**src/design/u2h_pkg.sv**
```systemverilog
`default_nettype none
package u2h_pkg;

  // Width of a decoded code point.
  localparam int CP_W = 31;

  // Number of jobs the queue between front and back can hold.
  localparam int QDEPTH = 2;
  localparam int QPTR_W = (QDEPTH > 1) ? $clog2(QDEPTH) : 1;
  localparam int QCNT_W = $clog2(QDEPTH + 1);

  // One unit of work for the back end: a byte to pass through, or a code
  // point to render as a numeric character reference.
  typedef struct packed {
    logic            is_char;
    logic [CP_W-1:0] value;
  } job_t;

  // Queue status seen by the front end.
  typedef struct packed {
    logic full;
    logic empty;
  } q_stat_t;

endpackage
`default_nettype wire

```
**src/design/u2h_front.sv**
```systemverilog
`default_nettype none
module u2h_front
  import u2h_pkg::*;
#(
  parameter int MAX_SEQ_BYTES = 6
) (
  input  wire logic       clk,
  input  wire logic       rst_n,
  input  wire logic       in_valid,
  output logic            in_ready,
  input  wire logic [7:0] in_byte,
  input  wire q_stat_t    q_stat,
  output logic            push,
  output job_t            push_job
);

  logic [CP_W-1:0] acc_r, acc_nxt;
  logic [2:0]      rem_r, rem_nxt;
  logic [3:0]      lead_len;
  logic [CP_W-1:0] cont_acc;
  logic            accept;

  assign in_ready = !q_stat.full;
  assign accept   = in_valid && in_ready;
  assign cont_acc = {acc_r[CP_W-7:0], in_byte[5:0]};

  // Count of leading one bits of a lead byte.
  always_comb begin
    casez (in_byte)
      8'b110?????: lead_len = 4'd2;
      8'b1110????: lead_len = 4'd3;
      8'b11110???: lead_len = 4'd4;
      8'b111110??: lead_len = 4'd5;
      8'b1111110?: lead_len = 4'd6;
      8'b11111110: lead_len = 4'd7;
      8'b11111111: lead_len = 4'd8;
      default:     lead_len = 4'd0;
    endcase
  end

  always_comb begin
    acc_nxt  = acc_r;
    rem_nxt  = rem_r;
    push     = 1'b0;
    push_job = '{is_char: 1'b1, value: {{(CP_W-8){1'b0}}, in_byte}};
    if (accept) begin
      if (rem_r != 3'd0) begin
        acc_nxt = cont_acc;
        rem_nxt = rem_r - 3'd1;
        if (rem_r == 3'd1) begin
          push     = 1'b1;
          push_job = '{is_char: 1'b0, value: cont_acc};
        end
      end else if (!in_byte[7]) begin
        push = 1'b1;
      end else if (in_byte[6] && lead_len != 4'd0 && lead_len <= 4'(MAX_SEQ_BYTES)) begin
        acc_nxt = {{(CP_W-8){1'b0}}, in_byte & (8'h7F >> lead_len)};
        rem_nxt = 3'(lead_len - 4'd1);
      end
    end
  end

  always_ff @(posedge clk) begin
    if (!rst_n) begin
      acc_r <= '0;
      rem_r <= 3'd0;
    end else begin
      acc_r <= acc_nxt;
      rem_r <= rem_nxt;
    end
  end

endmodule
`default_nettype wire

```
**src/design/u2h_queue.sv**
```systemverilog
`default_nettype none
module u2h_queue
  import u2h_pkg::*;
(
  input  wire logic clk,
  input  wire logic rst_n,
  input  wire logic push,
  input  wire job_t push_job,
  input  wire logic pop,
  output job_t      head,
  output q_stat_t   stat
);

  job_t              mem_r [QDEPTH];
  logic [QPTR_W-1:0] wr_ptr_r, rd_ptr_r;
  logic [QCNT_W-1:0] cnt_r;
  logic              do_push, do_pop;

  assign stat.full  = (cnt_r == QCNT_W'(QDEPTH));
  assign stat.empty = (cnt_r == '0);
  assign do_push    = push && !stat.full;
  assign do_pop     = pop && !stat.empty;
  assign head       = mem_r[rd_ptr_r];

  always_ff @(posedge clk) begin
    if (do_push) begin
      mem_r[wr_ptr_r] <= push_job;
    end
  end

  always_ff @(posedge clk) begin
    if (!rst_n) begin
      wr_ptr_r <= '0;
      rd_ptr_r <= '0;
      cnt_r    <= '0;
    end else begin
      if (do_push) begin
        wr_ptr_r <= (wr_ptr_r == QPTR_W'(QDEPTH - 1)) ? '0 : wr_ptr_r + 1'b1;
      end
      if (do_pop) begin
        rd_ptr_r <= (rd_ptr_r == QPTR_W'(QDEPTH - 1)) ? '0 : rd_ptr_r + 1'b1;
      end
      cnt_r <= cnt_r + QCNT_W'(do_push) - QCNT_W'(do_pop);
    end
  end

endmodule
`default_nettype wire

```
**src/design/u2h_back.sv**
```systemverilog
`default_nettype none
module u2h_back
  import u2h_pkg::*;
(
  input  wire logic       clk,
  input  wire logic       rst_n,
  input  wire job_t       head,
  input  wire q_stat_t    q_stat,
  output logic            pop,
  output logic            out_valid,
  input  wire logic       out_ready,
  output logic [7:0]      out_byte,
  output logic            out_last_of_run
);

  localparam logic [7:0] CH_AMP  = 8'h26;
  localparam logic [7:0] CH_HASH = 8'h23;
  localparam logic [7:0] CH_SEMI = 8'h3B;
  localparam logic [7:0] CH_ZERO = 8'h30;
  localparam int NDIG  = 10;
  localparam int BCD_W = 4 * NDIG;
  localparam int CNT_W = $clog2(CP_W);

  typedef enum logic [5:0] {
    S_IDLE = 6'b000001,
    S_CONV = 6'b000010,
    S_AMP  = 6'b000100,
    S_HASH = 6'b001000,
    S_DIG  = 6'b010000,
    S_SEMI = 6'b100000
  } state_t;

  state_t           state_r, state_nxt;
  logic [CP_W-1:0]  sh_r, sh_nxt;
  logic [BCD_W-1:0] bcd_r, bcd_nxt, bcd_adj;
  logic [CNT_W-1:0] cnt_r, cnt_nxt;
  logic [3:0]       idx_r, idx_nxt, top_idx;
  logic             ov_r, ov_nxt;
  logic [7:0]       ob_r, ob_nxt;
  logic             ol_r, ol_nxt;
  logic             out_free;
  logic [3:0]       cur_dig;

  assign out_free        = !ov_r || out_ready;
  assign out_valid       = ov_r;
  assign out_byte        = ob_r;
  assign out_last_of_run = ol_r;
  assign cur_dig         = bcd_r[{idx_r, 2'b00} +: 4];

  // Add-3 correction of every digit before the next shift.
  always_comb begin
    for (int i = 0; i < NDIG; i++) begin
      bcd_adj[4*i +: 4] = (bcd_r[4*i +: 4] >= 4'd5) ? bcd_r[4*i +: 4] + 4'd3
                                                   : bcd_r[4*i +: 4];
    end
  end

  // Position of the most significant nonzero digit; zero shows as one digit.
  always_comb begin
    top_idx = 4'd0;
    for (int i = 0; i < NDIG; i++) begin
      if (bcd_r[4*i +: 4] != 4'd0) top_idx = 4'(i);
    end
  end

  always_comb begin
    state_nxt = state_r;
    sh_nxt    = sh_r;
    bcd_nxt   = bcd_r;
    cnt_nxt   = cnt_r;
    idx_nxt   = idx_r;
    ov_nxt    = out_free ? 1'b0 : ov_r;
    ob_nxt    = ob_r;
    ol_nxt    = ol_r;
    pop       = 1'b0;
    unique case (state_r)
      S_IDLE: begin
        if (!q_stat.empty) begin
          if (head.is_char) begin
            if (out_free) begin
              pop    = 1'b1;
              ov_nxt = 1'b1;
              ob_nxt = head.value[7:0];
              ol_nxt = 1'b1;
            end
          end else begin
            pop       = 1'b1;
            sh_nxt    = head.value;
            bcd_nxt   = '0;
            cnt_nxt   = '0;
            state_nxt = S_CONV;
          end
        end
      end
      S_CONV: begin
        bcd_nxt = {bcd_adj[BCD_W-2:0], sh_r[CP_W-1]};
        sh_nxt  = {sh_r[CP_W-2:0], 1'b0};
        cnt_nxt = cnt_r + 1'b1;
        if (cnt_r == CNT_W'(CP_W - 1)) state_nxt = S_AMP;
      end
      S_AMP: begin
        if (out_free) begin
          ov_nxt    = 1'b1;
          ob_nxt    = CH_AMP;
          ol_nxt    = 1'b0;
          state_nxt = S_HASH;
        end
      end
      S_HASH: begin
        if (out_free) begin
          ov_nxt    = 1'b1;
          ob_nxt    = CH_HASH;
          ol_nxt    = 1'b0;
          idx_nxt   = top_idx;
          state_nxt = S_DIG;
        end
      end
      S_DIG: begin
        if (out_free) begin
          ov_nxt = 1'b1;
          ob_nxt = CH_ZERO | {4'd0, cur_dig};
          ol_nxt = 1'b0;
          if (idx_r == 4'd0) state_nxt = S_SEMI;
          else idx_nxt = idx_r - 4'd1;
        end
      end
      S_SEMI: begin
        if (out_free) begin
          ov_nxt    = 1'b1;
          ob_nxt    = CH_SEMI;
          ol_nxt    = 1'b1;
          state_nxt = S_IDLE;
        end
      end
      default: state_nxt = S_IDLE;
    endcase
  end

  always_ff @(posedge clk) begin
    if (!rst_n) begin
      state_r <= S_IDLE;
      ov_r    <= 1'b0;
    end else begin
      state_r <= state_nxt;
      ov_r    <= ov_nxt;
    end
  end

  always_ff @(posedge clk) begin
    sh_r  <= sh_nxt;
    bcd_r <= bcd_nxt;
    cnt_r <= cnt_nxt;
    idx_r <= idx_nxt;
    ob_r  <= ob_nxt;
    ol_r  <= ol_nxt;
  end

endmodule
`default_nettype wire

```
**src/design/utf8_to_html_char_refs.sv**
```systemverilog
// UTF-8 to HTML numeric character references. Each request carries one byte
// of UTF-8 text. A plain ASCII byte comes out unchanged with out_last_of_run
// set. A multibyte sequence (lead byte of 2 to MAX_SEQ_BYTES bytes, followed
// bytes taken unchecked) comes out, after its final byte, as "&#", the code
// point in decimal without leading zeros, and ";", with out_last_of_run set
// on the ";". Stray continuation bytes and over-long leads, 0xFE and 0xFF
// among them, are dropped silently. Timing: the front end takes one byte
// per cycle as long as its two-entry job queue has room. The back end
// works on one job at a time, taking the next only from idle. It passes
// an ASCII byte out once the output register is free. A finished sequence
// is fetched, run through shift-and-add-3 binary to decimal conversion
// (one code point bit per cycle), then sent as D + 3 bytes for D digits.
// The converter is the limit on sustained rate for non-ASCII text.
`default_nettype none
module utf8_to_html_char_refs
  import u2h_pkg::*;
#(
  parameter int MAX_SEQ_BYTES = 6
) (
  input  wire logic       clk,
  input  wire logic       rst_n,
  input  wire logic       in_valid,
  output logic            in_ready,
  input  wire logic [7:0] in_byte,
  output logic            out_valid,
  input  wire logic       out_ready,
  output logic [7:0]      out_byte,
  output logic            out_last_of_run
);

  // Jobs flow from the decoder front end through the queue to the formatter.
  job_t    push_job;
  job_t    head;
  q_stat_t q_stat;
  logic    push;
  logic    pop;

  // Front end: tracks the open sequence and gathers the code point.
  u2h_front #(
    .MAX_SEQ_BYTES(MAX_SEQ_BYTES)
  ) u_front (
    .clk      (clk),
    .rst_n    (rst_n),
    .in_valid (in_valid),
    .in_ready (in_ready),
    .in_byte  (in_byte),
    .q_stat   (q_stat),
    .push     (push),
    .push_job (push_job)
  );

  // Short job queue so the decoder can run ahead of the formatter.
  u2h_queue u_queue (
    .clk      (clk),
    .rst_n    (rst_n),
    .push     (push),
    .push_job (push_job),
    .pop      (pop),
    .head     (head),
    .stat     (q_stat)
  );

  // Back end: converts code points to decimal and drives the output register.
  u2h_back u_back (
    .clk             (clk),
    .rst_n           (rst_n),
    .head            (head),
    .q_stat          (q_stat),
    .pop             (pop),
    .out_valid       (out_valid),
    .out_ready       (out_ready),
    .out_byte        (out_byte),
    .out_last_of_run (out_last_of_run)
  );

endmodule
`default_nettype wire
```
**config.mk**
```make
export PLATFORM = sky130hd
export DESIGN_NAME = utf8_to_html_char_refs
export DESIGN_NICKNAME = d
export VERILOG_FILES = /design/src/design/u2h_pkg.sv /design/src/design/u2h_front.sv /design/src/design/u2h_queue.sv /design/src/design/u2h_back.sv /design/src/design/utf8_to_html_char_refs.sv
export SDC_FILE = /design/constraint.sdc
export NUM_CORES = 1
export LEC_CHECK = 0
export BUFFER_PORTS_ARGS = -buffer_cell sky130_fd_sc_hd__buf_2
export CAP_MARGIN = 20
export CORE_MARGIN = 5
export CORE_UTILIZATION = 40
export DETAILED_ROUTE_END_ITERATION = 8
export PLACE_DENSITY_LB_ADDON = 0.08
export SLEW_MARGIN = 10
export SYNTH_ARGS = -nofsm -noshare
export SYNTH_HDL_FRONTEND = slang
export SYNTH_SLANG_ARGS = --single-unit
export TNS_END_PERCENT = 100
```
**constraint.sdc**
```tcl
create_clock -name clk -period 7.4 [get_ports clk]
set_input_delay 0.74 -clock clk [delete_from_list [all_inputs] [get_ports clk]]
set_output_delay 0.74 -clock clk [all_outputs]
set_load 0.01 [all_outputs]
```
* Word-level counts from Yosys, hierarchy flattened
Memory sizes are Yosys's and may differ from the RTL's. A register that Yosys moved wholly into a read port is not among the register bits. Index checks and enable logic that the tools add are counted.
Operators by class: add/subtract/negate cells 18, order comparisons 11, eq/ne operators 28, shifts and indexed selects 2, muxes and demuxes 83, bitwise gates (word level) 1, reduce and logical (&&, ||, !) cells 36
Operators by type and width (number):
- 32-bit 2-to-1 mux | 3
- 40-bit 2-to-1 mux | 2
- 40-bit one-hot mux with 2 select lines | 1
- 25-bit 2-to-1 mux | 3
- 31-bit 2-to-1 mux | 2
- 31-bit one-hot mux with 2 select lines | 1
- 4-bit 2-to-1 mux | 14
- 8-bit 2-to-1 mux | 7
- 6-bit 2-to-1 mux | 8
- 4-bit by 3-bit greater-or-equal comparator with 1-bit output (second input constant) | 10
- 8-bit one-hot mux with 5 select lines | 1
- 4-bit nonzero test | 10
- 40-bit by 7-bit variable part select with 4-bit output | 1
- 4-bit by 2-bit adder with 4-bit output (second input constant) | 9
- 6-bit one-hot mux with 6 select lines | 1
- 4-bit one-hot mux with 7 select lines | 1
- 3-bit 2-to-1 mux | 8
- 1-bit 2-to-1 mux | 23
- 8-bit == test (second input constant) | 2
- 2-bit by 1-bit inequality test with 1-bit output (second input constant) | 8
- 8-bit AND reduction | 2
- 6-bit == test (second input constant) | 2
- 5-bit == test (second input constant) | 2
- 5-bit 2-to-1 mux | 2
- 38 further kinds | 56
Word-level totals: bits in registers 128, RAM bits 64, input port bits 12, output and inout bits 11, memories 1
Memories:
- u_queue.mem_r | depth 2, width 32, rd ports 1, clocked after Yosys merged registers in 1, wr ports 1, line u2h_queue.sv:14 | job_t mem_r [QDEPTH];

* Longest topological paths before layout
Gate-level depths: netlist of the first run.
word-level depth 12, gate-level depth with buffers 11, mapped depth without buffers 9

* Hierarchy
A second synthesis of the first run with hierarchy kept.
Unflattened totals: cell total of the unflattened synthesis 766, area, all modules 9750.6 sq um
By module, submodules not included:
- u2h_back | times used 1, cells each 469, area an instance 5487.8 sq um, seq. area each 2812.7 sq um
- u2h_queue | times used 1, cells each 127, area an instance 2700.1 sq um, seq. area each 2021.9 sq um
- u2h_front | times used 1, cells each 170, area an instance 1562.7 sq um, seq. area each 560.5 sq um

* Worst setup path after synthesis of the first run
OpenSTA, ideal clock, no wires.
path kind register to register, from reg u_back.state_r[2], to reg u_back.bcd_r[0] (enable), setup time 0.615 ns, arrival time 6.363 ns, required time 6.785 ns, setup slack 0.422 ns, cell stages (with the launch flop) 5, buffers on the path 1, clock period less this slack 6.978 ns, cells stage by stage dfxtp_1 > buf_4 > nor4_2 > nand3b_1 > o21ai_0
On the way: longest elaborated chain between the ends 3, elaborated cells between the ends (all ways) 6, those cells by class 4 x eq/ne; 2 x reduce/logical
RTL lines:
- start, declared | line u2h_back.sv:33 | state_t state_r, state_nxt;
- start signal, assigned | line u2h_back.sv:144 | state_r <= state_nxt;
- 6-bit by 1-bit == test with 1-bit output / 6-bit by 2-bit == test with 1-bit output (equally long branches) | line u2h_back.sv:76 | unique case (state_r)
- 2-bit inequality test (no line) / 2-bit nonzero test (equally long branches)
- 3-bit AND reduction (no line) (*)
- end signal, assigned | line u2h_back.sv:151 | bcd_r <= bcd_nxt;
- end, declared | line u2h_back.sv:35 | logic [BCD_W-1:0] bcd_r, bcd_nxt, bcd_adj;
Every way passes the cells marked *; elsewhere a longest branch is shown, timed or not. A chain may end at the register's enable or synchronous reset.

==> metrics.md, run 1 <==
| Metric | Value |
|---|---|
| Comb power frac | 21.5% |
| Sequential fraction of the synthesis area | 58.75% |
| Fillers | 2,046 |
| Final Wtd Congestion | 0.9267 |
| CP max stage cell | dfxtp_2 |
| IO Port Bufs | 22 |
| Clock skew | 13.35 ps |
| Fin crit period | 3231 ps |
| Setup crit end kind | register |
| Switching power | 969.4 µW |
| Setup TNS | 0 ps |
| Synthesized Nets | 835 |
| Starting density of the core | 40.56% |
| Max Root-Sink Buffers | 2 |
| Number of instances in the placed design | 1,072 |
| Post-CTS Setup Bufs | 0 |
| Vias per inst | 5.288 |
| CP arrival | 3280 ps |
| Ant diodes | 0 |
| Yosys cell types | 66 |
| Via Count | 5,843 |
| Die area | 0.02609 mm² |
| Crit path largest cell delay | 1010 ps |
| GRT Total Usage | 14.73% |
| Power per cell area | 303.7 mW/mm² |
| Final setup viols | 0 |
| Largest fanout on the critical path | 48 |
| DRT Pass-1 Iters | 7 |
| Core Area | 0.02264 mm² |
| CP startpoint kind | register |
| Least-Margin Pin Slew | 1034 ps |
| Largest net degree at the start of global routing | 59 |
| Multi-input logic area | 0.003497 mm² |
| Cells after Synth | 793 |
| Worst hold path type | reg -> reg |
| Ranking of synthesized cells by area | edfxtp_1, dfxtp_1, ha_1 |
| Clock transition at the registers of the reported paths | 70 ps |
| Clock share of power | 30.0% |
| Synth top area share | 50.03% |
| Status | finished, final reports clean |
| Req. time, crit path | 7450 ps |
| TritonCTS clock tree | yes |
| Post-synth EDFFs | 153 |
| Share of cells above drive strength 1 | 10.85% |
| Int Pwr | 2120 µW |
| RSZ-0062 raised after global routing | false |
| Remaining DRCs | 0 |
| Global route total overflow | 0 |
| Drt wl/cell | 16.98 µm |
| Fin. max-slew vios | 0 |
| Worst slew margin | 31.06% |
| Post-DRT Antenna Nets | 0 |
| Cell taking the most area after synthesis | edfxtp_1 |
| Hold Violations, Final | 0 |
| Initial DRC Count | 376 |
| Maximum clock frequency | 309.5 MHz |
| Io pins | 23 |
| Synthesized area per cell | 11.58 µm² |
| Period utilisation layout | 43.66% |
| Sw frac | 31.38% |
| Initial antenna violation count | 0 |
| Max-Cap Viols | 0 |
| Area occupied by registers | 0.005396 mm² |
| Total routed wirelength | 18,760 µm |
| Post-synth ARST share | 0% |
| Mapped cell area | 0.009184 mm² |
| Worst vdd ir | 176.1 µV |
| #FFs+latches synth | 193 |
| CTS Sinks | 193 |
| Vias in the first global route | 5,905 |
| Root Driver | clkbuf_16 |
| CTS H-tree depth | 4 |
| Skew-Pair Late Insertion Delay | 430 ps |
| Die width | 161.5 µm |
| Hold-fix buffers, CTS | 0 |
| Synth warn | 0 |
| Final layout net count | 849 |
| Non-Filler Instances | 1,105 |
| HPWL after detailed placement | 12,840 µm |
| Post-synth top flop | edfxtp_1 |
| Die Span Y | 161.5 µm |
| PostCTS Resize Cnt | 0 |
| Cell Rows | 55 |
| Area grow syn2layout | 10.78% |
| Pwr Total | 3089 µW |
| Critical path, cell by cell | mux2_4, o21ai_4, buf_4 |
| Total leakage power | 0.003541 µW |
| Total CTS buffers | 17 |
| Seq pwr share | 48.6% |
| Critical path type | reg -> reg |
| First-pass GRT wire length | 30,650 µm |
cell families after synthesis:
group	synth area share [%]
fa+ha+maj	4.087
xor+xnor	2.861
compound gates	10.50
simple gates	13.92
buf+inv	3.351
flops	58.75
mux	6.526
final timing paths:
kind	cells after the start	end	slack, ps	start
setup / recovery	3	u_back.bcd_r[21]	4170	register
hold reg to reg	2	u_front.acc_r[0]	470	u_front.acc_r[0]
setup reg to reg	3	u_back.bcd_r[21]	4170	register
hold / removal	2	u_front.acc_r[0]	470	u_front.acc_r[0]
synthesized netlist by cell type, drive strengths merged, types with 4 or more instances:
library cell  number
mux4               6
nand2             67
inv               35
clkbuf            12
nand2b            15
xnor2             17
nand3             11
a22oi             19
buf               23
and2              29
nor3b              5
nor2              96
o311ai             5
nor4               4
nor3              14
xor2              13
mux2              10
o21ai             42
mux2i             34
dfxtp             40
a21oi             55
a211oi             6
nor2b              8
ha                30
edfxtp           153
critical path: cells and delay by family, from the launching register on:
| kind | cells | cell delay (ps) |
|---|---|---|
| multiplexers | 1 | 390 |
| AO/OA/AOI/OAI | 1 | 750 |
| flip-flops | 1 | 1010 |
| buffers and inverters | 1 | 670 |
sequential cells by signal (all words and copies together) (netlist names), named ones only:
name                    flops
u_queue.mem_r              64
u_back.bcd_r               40
u_back.sh_r                31
u_front.acc_r              25
u_back.out_byte             8
u_back.state_r              6
u_back.cnt_r                5
u_back.idx_r                4
u_front.rem_r               3
u_queue.cnt_r               2
u_back.out_last_of_run      1
u_back.out_valid            1
u_queue.rd_ptr_r            1
u_queue.wr_ptr_r            1
power by group through the flow:
stage	Clock (µW)	Combinational (µW)	Sequential (µW)
after global placement	0	647	1520
after global routing	997	745	1520
after detailed placement	0	669	1530
after floorplan	0	510	1500
after CTS	953	672	1500
final	926	663	1500
cell usage in the layout (no fill, tap or decap), drive strengths merged, types with 11 or more instances in the layout:
master  instances
xor2           13
a21oi          55
nor2           96
nand3          11
buf            30
nor3           14
nand2          67
clkbuf         19
a22oi          19
dfxtp          40
edfxtp        153
o21ai          42
xnor2          17
and2           29
ha             30
inv            41
mux2i          34
nand2b         15
layout make-up:
cell class / instances / area share (%)
well taps: 285 / 3.505
flip-flops and latches: 193 / 53.04
multi-input cells: 529 / 34.37
inverters: 36 / 1.328
clock inverters: 13 / 1.623
clock buffers: 19 / 4.255
repair buffers: 30 / 1.869
per-layer routing:
layer	global-route usage [%]	wire length, µm
met5	0	0
met4	3.606	278
met3	3.011	552
met2	25.47	9243
met1	19.03	8684
stage by stage:
stage	area (µm²)	utilization, %	hold slack (ps)	setup WS [ps]
final	10170	44.94	470.6	4169
after CTS	10150	44.81	478.2	4042
after global placement	9540	42.14	465.2	4135
after floorplan	9184	-	436.7	421.9
after global routing	10170	44.94	493.8	3925
after detailed placement	9548	42.17	467.3	4048
(Power assumes the default switching activity.)
==> run 2: changes to the inputs <==
Clock period 7.4 ns to 3.17 ns, I/O delays scaled along.
==> run 2 against run 1 <==
Die area did not move. Clock skew barely moved. Maximum frequency rose by 35%. Worst setup slack got worse by 3400 ps. Worst hold slack got worse by 330 ps.
==> metrics.md, run 2 (synthesis gave the netlist of run 1 again) <==
| Metric | Value |
|---|---|
| Flip-flop count of the largest register after layout | 64 |
| Die width | 161.5 µm |
| Ant diodes | 0 |
| Reg with most FFs | u_queue.mem_r |
| Cell mode on critical path | ha_1 |
| CTS H-tree depth | 4 |
| Comb power frac | 22.4% |
| Setup TNS | 0 ps |
| Worst vdd ir | 359.2 µV |
| Most frequent cells in the layout | edfxtp_1, nor2_1, nand2_1 |
| Seq pwr share | 47.5% |
| Status | finished, final reports clean |
| GRT Total Usage | 14.77% |
| Largest net degree at the start of global routing | 77 |
| Skew-Pair Late Insertion Delay | 440 ps |
| Period utilisation layout | 75.61% |
| Remaining DRCs | 0 |
| Share of cells above drive strength 1 | 11.30% |
| PostCTS Resize Cnt | 0 |
| First-pass GRT wire length | 30,700 µm |
| Worst hold path type | in -> reg |
| Max Root-Sink Buffers | 2 |
| Clock transition at the registers of the reported paths | 80 ps |
| Largest fanout on the critical path | 10 |
| Non-Filler Instances | 1,108 |
| Vias per inst | 5.316 |
| Critical path, cell by cell | nor4_2, nand3b_1, a21oi_2, ha_1, inv_1, ha_1, xor2_1, xnor2_1, nor2_1 |
| Root Driver | clkbuf_16 |
| Multi-input logic area | 0.003497 mm² |
| Io pins | 23 |
| Final layout net count | 852 |
| HPWL after detailed placement | 12,790 µm |
| Total leakage power | 0.003558 µW |
| TritonCTS clock tree | yes |
| Clock share of power | 30.1% |
| Cell Rows | 55 |
| Core Area | 0.02264 mm² |
| Number of instances in the placed design | 1,076 |
| Area grow syn2layout | 11.25% |
| Initial DRC Count | 356 |
| RSZ-0062 raised after global routing | false |
| CP startpoint kind | register |
| CP max stage cell | nor4_2 |
| Int Pwr | 4908 µW |
| Total routed wirelength | 18,790 µm |
| Max-Cap Viols | 0 |
| Drt wl/cell | 16.96 µm |
| Initial antenna violation count | 0 |
| Pwr Total | 7250 µW |
| IO Port Bufs | 22 |
| Hold-fix buffers, CTS | 0 |
| Post-DRT Antenna Nets | 0 |
| Hold Violations, Final | 0 |
| Die area | 0.02609 mm² |
| Critical path type | reg -> reg |
| Fillers | 2,057 |
| Least-Margin Pin Slew | 736.5 ps |
| Setup crit end kind | register |
| Sw frac | 32.30% |
| Total CTS buffers | 17 |
| Most common cell after layout, fill and taps aside | edfxtp_1 |
| Regs by FF count | u_queue.mem_r (64), u_back.bcd_r (40), u_back.sh_r (31) |
| Worst slew margin | 50.72% |
| Die Span Y | 161.5 µm |
| Fin crit period | 2397 ps |
| Starting density of the core | 40.56% |
| Final setup viols | 0 |
| Switching power | 2342 µW |
| Via Count | 5,890 |
| Fin. max-slew vios | 0 |
| Final Wtd Congestion | 0.8939 |
| CP arrival | 2720 ps |
| Power per cell area | 709.6 mW/mm² |
| Post-CTS Setup Bufs | 0 |
| CTS Sinks | 193 |
| Clock skew | 13.76 ps |
| Global route total overflow | 0 |
| Area occupied by registers | 0.005396 mm² |
| Maximum clock frequency | 417.2 MHz |
| Crit path largest cell delay | 510 ps |
| Req. time, crit path | 3500 ps |
| DRT Pass-1 Iters | 4 |
| Vias in the first global route | 5,800 |
## run 2: critical path: cells and delay by family (launching register included)
| family | cells | cell delay, ps |
|---|---|---|
| buffers and inverters | 1 | 60 |
| xor gates and xnor gates | 2 | 320 |
| AOI/OAI and AO/OA | 1 | 250 |
| DFF | 1 | 430 |
| adders and majority gates | 2 | 410 |
| and+or+nand+nor | 3 | 820 |
## run 2: area by class of cell
class | count | area share (%)
Tap cell | 285 | 3.490
Clock buffer | 17 | 4.164
Inverter | 36 | 1.323
Sequential cell | 193 | 52.82
Multi-Input combinational cell | 529 | 34.23
Timing Repair Buffer | 33 | 2.131
Clock inverter | 15 | 1.849
## run 2: path summary, 6_finish.rpt
| path | from | endpoint | slack, ps | depth (start not counted) |
|---|---|---|---|---|
| setup / recovery | u_back.state_r[2] | u_queue.cnt_r[1] | 770 | 9 |
| hold / removal | in_byte[2] | u_queue.mem_r[0][2] | 140 | 1 |
| setup reg to reg | u_back.state_r[2] | u_queue.cnt_r[1] | 770 | 9 |
| hold reg to reg | u_front.acc_r[1] | u_front.acc_r[1] | 480 | 2 |
## run 2: per-layer routing
| metal | GRT usage (%) | vias up | part of all wire, % |
|---|---|---|---|
| met5 | 0 | - | 0 |
| met2 | 24.07 | 95 | 48 |
| met3 | 2.526 | 28 | 3.0 |
| li1 | - | 2905 | - |
| met1 | 19.69 | 2862 | 47 |
| met4 | 5.894 | 0 | 1.9 |
## run 2: per-stage QoR
stage	hold WS [ps]	utilization, %	instance area [µm²]	setup slack, ps
6_report	140.3	45.13	10220	773.3
5_1_grt	120.1	45.13	10220	567.1
4_1_cts	120.9	45.13	10220	732.6
3_5_place_dp	469.3	42.42	9603	580.5
3_3_place_gp	456.2	42.42	9603	679.8
2_1_floorplan	415.9	-	9195	130.8
## run 2: power groups by stage
stage / Combinational, µW / Sequential, µW / Clock (µW)
6_report: 1620 / 3450 / 2180
5_1_grt: 1820 / 3490 / 2350
4_1_cts: 1640 / 3450 / 2240
3_5_place_dp: 1630 / 3500 / 0
3_3_place_gp: 1590 / 3490 / 0
2_1_floorplan: 1200 / 3460 / 0
